$ cat config.mk
export PLATFORM = sky130hd
export DESIGN_NAME = priority_periodic_task_dispatcher
export DESIGN_NICKNAME = d
export VERILOG_FILES = /design/src/rtl/ppd_pkg.sv /design/src/rtl/priority_periodic_task_dispatcher.sv /design/src/rtl/ppd_cell.sv
export SDC_FILE = /design/constraint.sdc
export NUM_CORES = 1
export LEC_CHECK = 0
export ABC_AREA = 0
export BUFFER_PORTS_ARGS = -buffer_cell sky130_fd_sc_hd__buf_2
export CORE_MARGIN = 10
export CORE_UTILIZATION = 65
export CTS_CLUSTER_DIAMETER = 200
export CTS_CLUSTER_SIZE = 40
export DETAILED_ROUTE_END_ITERATION = 12
export PLACE_DENSITY = 0.83
export RECOVER_POWER = 100
export SLEW_MARGIN = 5
export SYNTH_ARGS = -nofsm -noshare
export SYNTH_HDL_FRONTEND = slang
export SYNTH_SLANG_ARGS = --single-unit
$ cat constraint.sdc
create_clock -name clk_i -period 4.7 [get_ports clk_i]
set_input_delay 0.94 -clock clk_i [delete_from_list [all_inputs] [get_ports clk_i]]
set_output_delay 0.94 -clock clk_i [all_outputs]
set_load 0.01 [all_outputs]
$ cat src/rtl/ppd_pkg.sv
// Package for the priority periodic task dispatcher.
// It holds the table entry type and the status codes. It has no dependencies.
`default_nettype none
package ppd_pkg;

  typedef struct packed {
    logic [7:0] prio;
    logic [7:0] period;
    logic [7:0] id;
  } entry_t;

  localparam logic [2:0] ST_OK         = 3'd0;
  localparam logic [2:0] ST_FULL       = 3'd1;
  localparam logic [2:0] ST_BAD_PERIOD = 3'd2;
  localparam logic [2:0] ST_EMPTY      = 3'd3;
  localparam logic [2:0] ST_NONE_DUE   = 3'd4;

endpackage
`default_nettype wire

$ cat src/rtl/priority_periodic_task_dispatcher.sv
// Top level of the priority periodic task dispatcher: a row of table cells,
// a bit-serial remainder unit and the scan control. Depends on ppd_pkg, ppd_cell.
//
// Channel | Direction | Contents
// s_axis  | in        | tdata: task_priority, task_period, task_id; tuser: kind
// m_axis  | out       | tdata: status, due_task; tlast: last
//
// A create is answered from the idle state. A tick runs the remainder unit over every
// occupied table entry; the remainder unit shifts in one tick bit a cycle.
// Reset clears the count, the tick counter and the control; the table has none.
// A stalled output holds the scan until the result register frees.
`default_nettype none
module priority_periodic_task_dispatcher #(
  parameter int MAX_TASKS = 8
) (
  input  logic        clk_i,
  input  logic        rst_ni,
  input  logic        s_axis_tvalid,
  output logic        s_axis_tready,
  input  logic [23:0] s_axis_tdata,  // task_priority, task_period, task_id
  input  logic        s_axis_tuser,  // kind
  output logic        m_axis_tvalid,
  input  logic        m_axis_tready,
  output logic [15:0] m_axis_tdata,  // status, due_task, zero fill
  output logic        m_axis_tlast   // last
);
  import ppd_pkg::*;

  localparam int CW = $clog2(MAX_TASKS + 1);
  localparam int IW = (MAX_TASKS > 1) ? $clog2(MAX_TASKS) : 1;

  localparam logic [1:0] S_IDLE  = 2'd0;
  localparam logic [1:0] S_MOD   = 2'd1;
  localparam logic [1:0] S_EVAL  = 2'd2;
  localparam logic [1:0] S_FLUSH = 2'd3;

  logic [1:0]    state_q, state_d;
  logic [CW-1:0] count_q, count_d;
  logic [15:0]   tick_q, tick_d;
  logic [IW-1:0] idx_q, idx_d;
  logic [3:0]    bit_q, bit_d;
  logic [7:0]    rem_q, rem_d;
  logic          pend_v_q, pend_v_d;
  logic [7:0]    pend_id_q, pend_id_d;
  logic          out_v_q, out_v_d;
  logic [2:0]    out_st_q, out_st_d;
  logic [7:0]    out_id_q, out_id_d;
  logic          out_l_q, out_l_d;

  entry_t new_entry, cur;
  entry_t entries [MAX_TASKS];
  logic   keeps   [MAX_TASKS];
  logic   ins, in_fire, can_emit;
  logic [9:0] trial;

  assign new_entry = '{prio: s_axis_tdata[7:0], period: s_axis_tdata[15:8],
                       id: s_axis_tdata[23:16]};
  assign in_fire   = s_axis_tvalid && s_axis_tready;
  assign can_emit  = !out_v_q || m_axis_tready;
  assign s_axis_tready = (state_q == S_IDLE) && can_emit;
  assign ins = in_fire && !s_axis_tuser && (new_entry.period != 8'd0)
               && (count_q != CW'(MAX_TASKS));

  for (genvar g = 0; g < MAX_TASKS; g++) begin : g_cell
    ppd_cell u_cell (
      .clk_i      (clk_i),
      .ins_i      (ins),
      .occupied_i (CW'(g) < count_q),
      .new_i      (new_entry),
      .prev_i     ((g == 0) ? new_entry : entries[(g == 0) ? 0 : g - 1]),
      .prev_keep_i((g == 0) ? 1'b1 : keeps[(g == 0) ? 0 : g - 1]),
      .entry_o    (entries[g]),
      .keep_o     (keeps[g])
    );
  end

  assign cur   = entries[idx_q];
  assign trial = {1'b0, rem_q, tick_q[bit_q]} - {2'b0, cur.period};

  always_comb begin
    state_d   = state_q;
    count_d   = count_q;
    tick_d    = tick_q;
    idx_d     = idx_q;
    bit_d     = bit_q;
    rem_d     = rem_q;
    pend_v_d  = pend_v_q;
    pend_id_d = pend_id_q;
    out_v_d   = out_v_q && !m_axis_tready;
    out_st_d  = out_st_q;
    out_id_d  = out_id_q;
    out_l_d   = out_l_q;
    unique case (state_q)
      S_IDLE: begin
        if (in_fire) begin
          out_v_d  = 1'b1;
          out_id_d = 8'd0;
          out_l_d  = 1'b1;
          if (!s_axis_tuser) begin
            if (new_entry.period == 8'd0) begin
              out_st_d = ST_BAD_PERIOD;
            end else if (count_q == CW'(MAX_TASKS)) begin
              out_st_d = ST_FULL;
            end else begin
              out_st_d = ST_OK;
              count_d  = count_q + CW'(1);
            end
          end else begin
            tick_d = tick_q + 16'd1;
            if (count_q == '0) begin
              out_st_d = ST_EMPTY;
            end else begin
              out_v_d  = out_v_q && !m_axis_tready;
              idx_d    = '0;
              bit_d    = 4'd15;
              rem_d    = 8'd0;
              pend_v_d = 1'b0;
              state_d  = S_MOD;
            end
          end
        end
      end
      S_MOD: begin
        rem_d = trial[9] ? {rem_q[6:0], tick_q[bit_q]} : trial[7:0];
        bit_d = bit_q - 4'd1;
        if (bit_q == 4'd0) begin
          state_d = S_EVAL;
        end
      end
      S_EVAL: begin
        if (rem_q != 8'd0 || !pend_v_q || can_emit) begin
          if (rem_q == 8'd0) begin
            if (pend_v_q) begin
              out_v_d  = 1'b1;
              out_st_d = ST_OK;
              out_id_d = pend_id_q;
              out_l_d  = 1'b0;
            end
            pend_v_d  = 1'b1;
            pend_id_d = cur.id;
          end
          if ({{(CW-IW){1'b0}}, idx_q} == count_q - CW'(1)) begin
            state_d = S_FLUSH;
          end else begin
            idx_d   = idx_q + IW'(1);
            bit_d   = 4'd15;
            rem_d   = 8'd0;
            state_d = S_MOD;
          end
        end
      end
      S_FLUSH: begin
        if (can_emit) begin
          out_v_d  = 1'b1;
          out_l_d  = 1'b1;
          out_st_d = pend_v_q ? ST_OK : ST_NONE_DUE;
          out_id_d = pend_v_q ? pend_id_q : 8'd0;
          state_d  = S_IDLE;
        end
      end
      default: state_d = S_IDLE;
    endcase
  end

  always_ff @(posedge clk_i or negedge rst_ni) begin
    if (!rst_ni) begin
      state_q  <= S_IDLE;
      count_q  <= '0;
      tick_q   <= 16'd0;
      pend_v_q <= 1'b0;
      out_v_q  <= 1'b0;
    end else begin
      state_q  <= state_d;
      count_q  <= count_d;
      tick_q   <= tick_d;
      pend_v_q <= pend_v_d;
      out_v_q  <= out_v_d;
    end
  end

  always_ff @(posedge clk_i) begin
    idx_q     <= idx_d;
    bit_q     <= bit_d;
    rem_q     <= rem_d;
    pend_id_q <= pend_id_d;
    out_st_q  <= out_st_d;
    out_id_q  <= out_id_d;
    out_l_q   <= out_l_d;
  end

  assign m_axis_tvalid = out_v_q;
  assign m_axis_tdata  = {5'd0, out_id_q, out_st_q};
  assign m_axis_tlast  = out_l_q;
endmodule
`default_nettype wire

$ cat src/rtl/ppd_cell.sv
// One slot of the sorted task table. On an insert it keeps its entry,
// takes the new one or takes its left neighbour's. Depends on ppd_pkg.
`default_nettype none
module ppd_cell (
  input  logic           clk_i,
  input  logic           ins_i,
  input  logic           occupied_i,
  input  ppd_pkg::entry_t new_i,
  input  ppd_pkg::entry_t prev_i,
  input  logic           prev_keep_i,
  output ppd_pkg::entry_t entry_o,
  output logic           keep_o
);
  import ppd_pkg::*;

  entry_t entry_q, entry_d;

  assign keep_o = occupied_i && (entry_q.prio <= new_i.prio);

  always_comb begin
    entry_d = entry_q;
    if (ins_i && !keep_o) begin
      entry_d = prev_keep_i ? new_i : prev_i;
    end
  end

  always_ff @(posedge clk_i) begin
    entry_q <= entry_d;
  end

  assign entry_o = entry_q;
endmodule
`default_nettype wire
Word-level counts from Yosys, hierarchy flattened
Cells that the tools add are included.

Flip-flop bits (word level): 251. Input port bits: 29. Word-level logic and storage cells: 213.

Add/sub/neg operators: 6. Magnitude comparators: 18. Eq/ne operators: 16. Mux-type cells: 77. Bitwise operators: 4. Reductions and logical operators: 56.

Operators with widths (count): $mux 24 (7); $mux 8 (12); $bmux 24 s3 (1); $le 8x8->1 (8); $pmux 8 s3 (2); $mux 3 (13); $mux 16 (2); $reduce_and 6->1 (5); $logic_and 1x1->1 (22); $mux 4 (5); $mux 1 (19); $ne 2x2->1 const B (9); $add 16x1->16 const B (1); $logic_not 8->1 (2); $lt 3x4->1 const A (4); $mux 2 (8); $reduce_bool 8->1 (2); $logic_not 1->1 (12); $pmux 4 s3 (1); $sub 9x8->10 (1); $pmux 3 s3 (1); $logic_not 4->1 (2); $lt 1x4->1 const A (2); $lt 2x4->1 const A (2); other kinds (25) (34).

Logic depth before layout (Yosys ltp)
Gate-level depths: netlist of the first run.

Depth after elaboration: 8. Depth in mapped cells: 12. Depth with buffers taken out: 11.

Cells and area by module
From an unflattened synthesis of the first run, not the netlist that was laid out.

Cells, all modules: 1003. Area total of the unflattened synthesis: 14327.5 um^2.

By module, submodules not included: ppd_cell (instances 8, cells each 82, area each 1261.2 um^2, sequential area each 720.7 um^2); priority_periodic_task_dispatcher (instances 1, cells each 347, area each 4237.8 um^2, sequential area each 1651.6 um^2).

Least setup slack after synthesis of the first run
No wires, ideal clock.

Path type: input to register. Start: input s_axis_tdata[7]. End: register g_cell[0].u_cell.entry_q (netlist bit g_cell[0].u_cell.entry_o[0]) (enable). Arrival time: 3.297 ns. Required time: 4.295 ns. Slack: 0.998 ns. Stages on the path: 8. Path buffers: 2. Cells stage by stage: inv_1 > ha_1 > nand4_1 > nor2_1 > o311a_1 > clkbuf_1 > buf_2 > nor2_1.

Word-level cells in the longest chain between the ends: 4.

RTL lines: start: declaration (line priority_periodic_task_dispatcher.sv:20) `input logic [23:0] s_axis_tdata,`; $le 8x8->1 (line ppd_cell.sv:18) `assign keep_o = occupied_i && (entry_q.prio <= new_i.prio);`; $logic_and 1x1->1 (line ppd_cell.sv:18); $logic_not 1->1 (line ppd_cell.sv:22) `if (ins_i && !keep_o) begin`; $logic_and 1x1->1 (line ppd_cell.sv:22); end signal: assignment (line ppd_cell.sv:28) `entry_q <= entry_d;`; end: declaration (line ppd_cell.sv:16) `entry_t entry_q, entry_d;`.

Every way passes these cells. A chain may end at the register's enable or synchronous reset.

Worst setup path after layout of the first run
Start: input s_axis_tdata[3]. End: register g_cell[7].u_cell.entry_q (netlist bit g_cell[7].u_cell.entry_o[4]) (data pin).

Word-level cells in the longest chain between the ends: 3.

RTL lines: $le 8x8->1 (line ppd_cell.sv:18); $logic_and 1x1->1 (line ppd_cell.sv:18); $mux 24 (line ppd_cell.sv:23) `entry_d = prev_keep_i ? new_i : prev_i;`; end signal: assignment (line ppd_cell.sv:28); end: declaration (line ppd_cell.sv:16).

Every way passes these cells.

==> flow_metrics.py, run 1 <==
metrics = {
    "outcome": {
        "status": "finished with violations",
        "violations": "max-capacitance violations, max-slew violations",
    },
    "timing": {
        "period_share_pct": 85.43,
        "hold_viol_final": 0,
        "relSlewSlack_pct": -1.581,
        "worst_slew_pin_slew_ns": 1.524,
        "layout_min_cycle_time_ns": 4.015,
        "tns_ns": 0,
        "skew_ns": 0.04489,
        "finalSetupViolCount": 0,
        "max_freq_mhz": 249.0,
        "fin_ws_ns": 0.6847,
        "final-max-slew-violation-count": 21,
        "rsz0062_at_grt": "false",
    },
    "critical_path": {
        "crit_fanout": 20,
        "setup.worst_path.class": "in -> reg",
        "worst_ep_arrival_time_ns": 4.27,
        "r2r_start": "idx_q[0]$_SDFFCE_PN0P_",
        "cpLargestDelayFamily": "buffers and inverters",
        "r2r_slack_ns": 1.09,
        "r2r_cells": 8,
        "cp-end-kind": "flop",
        "path_cells": "clkbuf_1 > inv_1 > ha_1 > nand4_1 > o31a_1 > a311oi_1 > clkbuf_2 > mux2_2",
        "critical_path_buf_inv_count": 3,
        "crit_path_max_incr_delay_ns": 0.80,
        "crit_required_ns": 4.96,
        "reg2reg_to": "rem_q[6]$_SDFFCE_PN0P_",
        "startpoint_type": "input port",
        "slowest_stage": "a311oi_1",
    },
    "placed_design": {
        "gp_congestion": 0.8844,
        "post-place-ws_ns": 0.9337,
        "io_buffer_count": 42,
        "detailed_place_hpwl_um": 20410,
    },
    "global_route": {
        "grt_pass1_vias": 8219,
        "grt_max_degree": 42,
        "grt_pass1_wl_um": 45340,
        "grtUsageTotal_pct": 21.21,
        "antenna_found_initial": 0,
        "grt_overflow_total": 0,
    },
    "detailed_routing": {
        "drt_iter0_markers": 746,
        "wl_met2_um": 13850,
        "m1WireLength_um": 12130,
        "dr.pass1.iters": 5,
        "drc_errors": 0,
        "dr_wl_met3_um": 1898,
        "avgRoutedWirePerCell_um": 22.75,
        "via_per_inst": 6.463,
        "wl_um": 28620,
        "dr_total_vias": 8130,
        "dr.max_layer_used": "met4",
        "ant_nets": 0,
    },
    "synthesis": {
        "synth_seq_cells": 251,
        "yosys_most_used_dff": "edfxtp_1",
        "yosys.area.top_type_share_pct": 50.25,
        "synthArstFlopShare_pct": 9.562,
        "yosys-top-cells-count": "edfxtp_1 (227), mux2_2 (179), ha_1 (83), a21oi_1 (54)",
        "synth_area_um2": 13560,
        "synth.avg_cell_area_um2": 14.46,
        "synth_edf_count": 227,
        "yosysSeqAreaShare_pct": 54.68,
        "yosys_warnings": 0,
        "syn_inst": 938,
        "synth_most_common_cell": "edfxtp_1",
        "ys_top_cells_by_area": "edfxtp_1 (50%), mux2_2 (15%), ha_1 (7.7%), mux4_2 (6.1%), dfrtp_1 (4.4%)",
        "synth_largest_area_cell": "edfxtp_1",
        "synth.distinct_cells": 57,
    },
    "die": {
        "row_count": 52,
        "dieWidth_um": 164.5,
        "core_region_area_um2": 20360,
        "num_io_pins": 48,
        "die_area_um2": 27050,
        "die_y_um": 164.5,
        "start_util_pct": 66.61,
    },
    "power_and_ir_drop": {
        "pwr_density_cell_nw_per_um2": 548.1,
        "p_clk_share_pct": 14.2,
        "switching_share_pct": 35.44,
        "p_int_w": 0.005064,
        "leakage_nw": 5.033,
        "power.share.sequential_pct": 42.1,
        "netSwitchingPower_w": 0.002779,
        "combPwrFrac_pct": 43.7,
        "ir_worst_vdd_mv": 0.3894,
    },
    "clock_network": {
        "numCtsBuffers": 10,
        "clkTransAtPathRegs_ns": 0.14,
        "clk_latency_ns": 0.50,
        "ctsResizeCount": 0,
        "hold_buffers": 0,
        "ctsHtreeMaxLevel": 1,
        "numClockSinks": 251,
        "cts_tree": "built",
        "clock_path_buffers": 3,
        "clockRootBuffer": "clkbuf_16",
        "cts_setup_buffers": 0,
    },
    "finish": {
        "drive_gt1_share_pct": 25.51,
        "fill_cells": 1430,
        "diodes": 0,
        "area_delta_synth_final_pct": 5.488,
        "num-nets-final": 1099,
    },
    "hold_path": {
        "worstHoldPathCells": 1,
        "worstHoldStart": "tick_q[15]$_DFFE_PN0P_",
        "min_to": "tick_q[15]$_DFFE_PN0P_",
        "hold_path_class": "reg -> reg",
    },
    "run": {
        "drv_cap": 1,
    },
}
flip-flops by register name, summed over array words and instances, names as in the netlist:
name / count
tick_q: 16
out_id_q: 8
state_q: 2
m_axis_tlast: 1
pend_v_q: 1
rem_q: 8
count_q: 4
out_st_q: 3
bit_q: 4
g_cell.u_cell.entry_o: 192
pend_id_q: 8
idx_q: 3
m_axis_tvalid: 1
power groups by stage:
stage	combinational, W	clock, W	sequential [W]
3_5_place_dp	0.00351	0	0.00335
4_1_cts	0.00353	0.00113	0.00330
2_1_floorplan	0.00270	0	0.00323
6_report	0.00343	0.00111	0.00330
3_3_place_gp	0.00341	0	0.00334
5_1_grt	0.00372	0.00119	0.00335
cells by family (layout without fill, tap and decap cells):
logic type	after synthesis	after routing	synth area share, %
multiplexers	224	224	21.59
flip-flops	251	251	54.68
AO/OA/AOI/OAI	123	123	5.774
adder cells (fa/ha/maj)	84	84	7.804
buffers and inverters	78	124	2.887
AND/OR/NAND/NOR	152	152	5.618
other	1	5	0.02765
XOR/XNOR	25	25	1.614
how the worst max path moves through the flow:
stage / depth (start not counted) / slack (ns) / from / endpoint
detailed placement: 9 / 0.93 / s_axis_tdata[7] / g_cell[3].u_cell.entry_o[7]$_DFFE_PP_
floorplan: 8 / 1.0 / s_axis_tdata[7] / g_cell[0].u_cell.entry_o[0]$_DFFE_PP_
finish: 8 / 0.68 / s_axis_tdata[3] / g_cell[7].u_cell.entry_o[4]$_DFFE_PP_
global placement: 9 / 0.99 / s_axis_tdata[1] / g_cell[3].u_cell.entry_o[11]$_DFFE_PP_
global route: 8 / 0.45 / s_axis_tdata[3] / g_cell[6].u_cell.entry_o[10]$_DFFE_PP_
CTS: 8 / 1.08 / idx_q[0]$_SDFFCE_PN0P_ / rem_q[6]$_SDFFCE_PN0P_
cell usage in the layout (no fill, tap or decap), types with 16 or more instances in the layout:
cell      synthesis  layout
a21oi_1          54      54
clkbuf_1          8      55
dfrtp_1          24      24
edfxtp_1        227     227
ha_1             83      83
inv_1            37      37
mux2_2          179     175
mux4_2           37      37
nand2_1          37      37
nand4_1          16      16
nor2_1           36      33
nor2b_1          16      16
o21ai_0          25      25
area by class of cell:
cell class              count  area [um2]  area share, %
clock buffers              13       282.8          1.976
inverters                  39       146.4          1.023
multi-input cells         613        5771          40.33
well taps                 270       337.8          2.361
repair buffers             71       324.1          2.265
flip-flops and latches    251        7417          51.84
clock inverters             1       30.03         0.2099
stage by stage:
stage | area (um2) | util, % | hold WS, ns | std cells | power [W]
floorplan | 13580 | - | 0.4366 | 942 | 0.005930
global placement | 14180 | 69.64 | 0.4595 | 1244 | 0.006749
detailed placement | 14180 | 69.64 | 0.4666 | 1244 | 0.006860
CTS | 14490 | 71.17 | 0.4082 | 1258 | 0.007959
global route | 14310 | 70.26 | 0.4936 | 1258 | 0.008263
finish | 14310 | 70.26 | 0.4832 | 1258 | 0.007843
per-layer routing:
layer  GRT usage, %  up-vias
li1               -     3713
met1          29.16     4111
met2          34.95      265
met3          2.938       41
met4          5.676        0
met5              0        -
No activity file was read; power rests on OpenSTA's default activity.
==> run 2, diff against run 1 <==
- REMOVE_ABC_BUFFERS: not set -> 1
==> run 2 against run 1 <==
Against the previous run:
- the flow still finishes with violations (max-capacitance violations, max-slew violations)
- final cell count about the same
- via count about the same
- die area unchanged
- total power up 0.83%
- utilization about the same
- global-route usage up 0.56 points
==> flow_metrics.py, run 2 (synthesized netlist as in run 1, its figures left out) <==
metrics = {
    "outcome": {
        "status": "finished with violations",
        "violations": "max-capacitance violations, max-slew violations",
    },
    "global_route": {
        "grt_pass1_wl_um": 46410,
        "antenna_found_initial": 0,
        "grtUsageTotal_pct": 21.77,
        "grt_overflow_total": 0,
        "grt_pass1_vias": 8186,
        "grt_max_degree": 42,
    },
    "clock_network": {
        "cts_setup_buffers": 0,
        "numClockSinks": 251,
        "clockRootBuffer": "clkbuf_16",
        "numCtsBuffers": 10,
        "cts_tree": "built",
        "ctsResizeCount": 0,
        "clock_path_buffers": 3,
        "clkTransAtPathRegs_ns": 0.14,
        "clk_latency_ns": 0.51,
        "ctsHtreeMaxLevel": 1,
        "hold_buffers": 0,
    },
    "timing": {
        "finalSetupViolCount": 0,
        "max_freq_mhz": 252.6,
        "rsz0062_at_grt": "false",
        "relSlewSlack_pct": -5.994,
        "final-max-slew-violation-count": 25,
        "layout_min_cycle_time_ns": 3.959,
        "tns_ns": 0,
        "worst_slew_pin_slew_ns": 1.590,
        "hold_viol_final": 0,
        "whs_ns": 0.4832,
        "period_share_pct": 84.23,
        "skew_ns": 0.05363,
    },
    "die": {
        "die_y_um": 164.5,
        "die_area_um2": 27050,
        "row_count": 52,
        "dieWidth_um": 164.5,
        "start_util_pct": 66.61,
        "core_region_area_um2": 20360,
        "num_io_pins": 48,
    },
    "finish": {
        "num-nets-final": 1096,
        "area_delta_synth_final_pct": 5.415,
        "fill_cells": 1386,
        "layout_commonest_cell": "edfxtp_1",
        "largest_register_ffs": 192,
        "mostFrequentLayoutCells": "edfxtp_1 (227), mux2_2 (176), ha_1 (83), a21oi_1 (54), clkbuf_1 (54)",
        "diodes": 0,
        "drive_gt1_share_pct": 25.63,
    },
    "critical_path": {
        "crit_required_ns": 4.78,
        "setup.worst_path.class": "in -> reg",
        "cpLargestDelayFamily": "buffers and inverters",
        "path_cells": "clkbuf_1 > inv_1 > ha_1 > nand4_1 > nor2_1 > o311a_1 > clkbuf_1 > nor2_1 > clkbuf_1",
        "path_common_cell": "clkbuf_1",
        "crit_fanout": 13,
        "slowest_stage": "clkbuf_1",
        "worst_ep_arrival_time_ns": 4.04,
        "crit_path_max_incr_delay_ns": 0.86,
        "critical_path_buf_inv_count": 4,
        "cp-end-kind": "flop",
        "startpoint_type": "input port",
    },
    "detailed_routing": {
        "dr_total_vias": 8133,
        "drc_errors": 0,
        "drt_iter0_markers": 791,
        "dr.pass1.iters": 5,
        "via_per_inst": 6.470,
        "ant_nets": 0,
        "avgRoutedWirePerCell_um": 23.40,
        "wl_um": 29410,
    },
    "placed_design": {
        "detailed_place_hpwl_um": 20590,
        "io_buffer_count": 42,
        "gp_congestion": 0.8554,
    },
    "power_and_ir_drop": {
        "ir_worst_vdd_mv": 0.3878,
        "pwr_density_cell_nw_per_um2": 553.0,
        "leakage_nw": 5.034,
        "finalPower_w": 0.007908,
    },
    "run": {
        "drv_cap": 1,
    },
    "hold_path": {
        "hold_path_class": "reg -> reg",
    },
}
-- run 2: layer usage --
layer	part of all wire, %	GRT usage (%)	routed length [um]	vias up
met4	1.9	4.670	550	0
met5	0	0	0	-
li1	-	-	-	3704
met3	6.0	3.186	1757	40
met2	48	35.78	14240	280
met1	44	30.37	12870	4109
-- run 2: cell type report --
| type | count | area [um2] | area share, % |
|---|---|---|---|
| sequential | 251 | 7417 | 51.87 |
| multi-input combinational | 613 | 5754 | 40.24 |
| tap | 270 | 337.8 | 2.363 |
| timing repair buffer | 68 | 322.8 | 2.258 |
| clock buffer | 15 | 290.3 | 2.030 |
| inverter | 39 | 146.4 | 1.024 |
| clock inverter | 1 | 30.03 | 0.2100 |
-- run 2: final timing paths --
check / slack, ns / to / depth (start not counted) / startpoint
min: 0.48 / tick_q[15]$_DFFE_PN0P_ / 1 / tick_q[15]$_DFFE_PN0P_
max in group asynchronous: 3.24 / tick_q[0]$_DFFE_PN0P_ / 1 / rst_ni
min reg2reg: 0.48 / tick_q[15]$_DFFE_PN0P_ / 1 / tick_q[15]$_DFFE_PN0P_
max reg2reg: 1.14 / rem_q[2]$_SDFFCE_PN0P_ / 9 / idx_q[0]$_SDFFCE_PN0P_
max: 0.74 / g_cell[0].u_cell.entry_o[19]$_DFFE_PP_ / 9 / s_axis_tdata[7]
min in group asynchronous: 0.69 / count_q[3]$_DFFE_PN0P_ / 1 / rst_ni
-- run 2: report_power, final --
part / internal [W] / switching [W] / total [W]
sequential: 0.00302 / 0.000248 / 0.00327
combinational: 0.00159 / 0.00192 / 0.00351
clock: 0.000450 / 0.000680 / 0.00113
-- run 2: stage by stage --
stage	area, um2	utilization, %	cells	setup slack, ns
2_1_floorplan	13330	-	903	0.6078
3_3_place_gp	14160	69.53	1241	0.8560
3_5_place_dp	14160	69.53	1241	0.7455
4_1_cts	14480	71.10	1257	1.237
5_1_grt	14300	70.21	1257	0.5516
6_report	14300	70.21	1257	0.7414
==> run 3, diff against run 2 <==
- CORE_UTILIZATION: 65 -> 57
- PLACE_DENSITY: 0.83 -> 0.77
- clock period: 4.7 -> 3.42 ns (I/O delays scaled with it)
==> run 3 against run 2 <==
Against the previous run:
- the flow now finishes without violations
- setup slack lost 0.58 ns
- hold slack worse by 0.038 ns
- sequential power is 37% higher
- non-clock buffer count rose by 15
- register-to-register slack got worse by 0.92 ns
- wire length rose by 1.1%
- critical path type unchanged
- largest power group unchanged
==> flow_metrics.py, run 3 (synthesized netlist as in run 1, its figures left out) <==
metrics = {
    "outcome": {
        "status": "complete, no violations",
    },
    "finish": {
        "layout_commonest_cell": "edfxtp_1",
        "final_area_um2": 14510,
        "mostFrequentLayoutCells": "edfxtp_1 (227), mux2_2 (177), ha_1 (83), a21oi_1 (54), clkbuf_1 (52)",
        "largest_register_ffs": 192,
        "num-nets-final": 1111,
        "utilization_pct": 61.80,
        "area_delta_synth_final_pct": 6.937,
        "stdcell_count": 1320,
        "drive_gt1_share_pct": 26.70,
        "fill_cells": 1790,
    },
    "critical_path": {
        "critical_path_buf_inv_count": 3,
        "worst_ep_arrival_time_ns": 3.47,
        "startpoint_type": "input port",
        "slowest_stage": "clkbuf_2",
        "cpLargestDelayFamily": "buffers and inverters",
        "cp-end-kind": "flop",
        "path_cells": "clkbuf_1 > inv_1 > ha_1 > nand2_1 > o31a_1 > a311oi_1 > clkbuf_2 > mux2_2",
        "crit_fanout": 12,
        "setup.worst_path.class": "in -> reg",
        "cp.depth": 8,
        "crit_required_ns": 3.63,
        "r2r_cells": 9,
        "crit_path_max_incr_delay_ns": 0.47,
    },
    "clock_network": {
        "ctsHtreeMaxLevel": 1,
        "clkTransAtPathRegs_ns": 0.15,
        "clock_path_buffers": 3,
        "numClockSinks": 251,
        "clk_latency_ns": 0.50,
        "cts_tree": "built",
        "numCtsBuffers": 10,
        "clockRootBuffer": "clkbuf_16",
    },
    "global_route": {
        "antenna_found_initial": 1,
        "grt_pass1_vias": 8217,
        "grt_max_degree": 42,
        "grtUsageTotal_pct": 19.27,
        "grt_overflow_total": 0,
        "grt_pass1_wl_um": 46990,
    },
    "power_and_ir_drop": {
        "p_clk_share_pct": 14.0,
        "netSwitchingPower_w": 0.003918,
        "ir_worst_vdd_mv": 0.4887,
        "leakage_nw": 5.121,
        "p_int_w": 0.007058,
        "power.share.sequential_pct": 40.9,
        "switching_share_pct": 35.70,
        "pwr_density_cell_nw_per_um2": 756.7,
        "combPwrFrac_pct": 45.1,
    },
    "placed_design": {
        "detailed_place_hpwl_um": 20680,
        "place_area_um2": 14460,
        "post-place-ws_ns": 0.09036,
        "io_buffer_count": 42,
        "gp_congestion": 0.8925,
        "post-place-cells": 1304,
    },
    "detailed_routing": {
        "dr_total_vias": 8068,
        "via_per_inst": 6.112,
        "dr.pass1.iters": 5,
        "avgRoutedWirePerCell_um": 22.53,
        "drt_iter0_markers": 777,
        "wl_um": 29740,
        "ant_nets": 0,
        "drc_errors": 0,
    },
    "die": {
        "core_region_area_um2": 23470,
        "start_util_pct": 57.79,
        "die_y_um": 174.3,
        "row_count": 56,
        "dieWidth_um": 174.3,
        "num_io_pins": 48,
        "die_area_um2": 30370,
    },
    "timing": {
        "layout_min_cycle_time_ns": 3.256,
        "finalSetupViolCount": 0,
        "period_share_pct": 95.21,
        "final-max-slew-violation-count": 0,
        "max_freq_mhz": 307.1,
        "worst_slew_pin_slew_ns": 1.325,
        "rsz0062_at_grt": "false",
        "relSlewSlack_pct": 11.65,
        "fin_ws_ns": 0.1638,
        "hold_viol_final": 0,
        "whs_ns": 0.4455,
        "skew_ns": 0.04734,
    },
    "run": {
        "drv_cap": 0,
    },
    "hold_path": {
        "hold_path_class": "in -> async",
    },
}
-- run 3: path summary, 6_finish.rpt --
check | start | endpoint | slack, ns
min | rst_ni | tick_q[3]$_DFFE_PN0P_ | 0.45
min reg2reg | tick_q[15]$_DFFE_PN0P_ | tick_q[15]$_DFFE_PN0P_ | 0.47
max in group asynchronous | rst_ni | pend_v_q$_DFFE_PN0P_ | 2.20
max reg2reg | bit_q[0]$_SDFFCE_PN1P_ | rem_q[3]$_SDFFCE_PN0P_ | 0.22
max | s_axis_tdata[4] | g_cell[4].u_cell.entry_o[11]$_DFFE_PP_ | 0.16
min in group clk_i | s_axis_tuser | pend_v_q$_DFFE_PN0P_ | 0.47
-- run 3: per-stage QoR --
step	power, W	setup TNS (ns)
CTS	0.01119	0
finish	0.01098	0
global placement	0.009523	0
detailed placement	0.009675	0
global route	0.01157	0
floorplan	0.007981	-49.54
-- run 3: routing by layer --
metal	vias up	track usage, %	part of all wire (%)
li1	3740	-	-
met1	4064	26.16	44
met2	242	32.53	49
met3	22	3.272	5.7
met4	0	2.672	1.0
met5	-	0	0
-- run 3: area by class of cell --
cell class	instances	area, um2	area share (%)
multi-input cells	613	5742	39.58
flip-flops and latches	251	7417	51.13
clock buffers	13	282.8	1.949
inverters	39	146.4	1.009
repair buffers	83	485.5	3.347
diodes	1	2.502	0.01725
well taps	319	399.1	2.752
clock inverters	1	30.03	0.2070
-- run 3: repair_timing --
item | in CTS | in global routing
hold buffers | 0 | 0
resized for setup | 0 | 3
buffers inserted | 0 | 1
setup endpoints to repair | 0 | 4
-- run 3: power groups by stage --
| stage | Combinational, W | Clock, W | Sequential (W) |
|---|---|---|---|
| floorplan | 0.00334 | 0 | 0.00464 |
| global placement | 0.00500 | 0 | 0.00452 |
| detailed placement | 0.00513 | 0 | 0.00455 |
| CTS | 0.00515 | 0.00156 | 0.00448 |
| global route | 0.00538 | 0.00165 | 0.00454 |
| finish | 0.00495 | 0.00153 | 0.00449 |
-- run 3: worst register-to-register path, delay by kind of cell, from the launching register on --
| kind | cells | cell delay (ns) |
|---|---|---|
| mux | 2 | 1.06 |
| compound gates | 4 | 1.04 |
| flops | 1 | 0.55 |
| fa+ha+maj | 1 | 0.17 |
| buf+inv | 1 | 0.08 |
| simple gates | 1 | 0.07 |
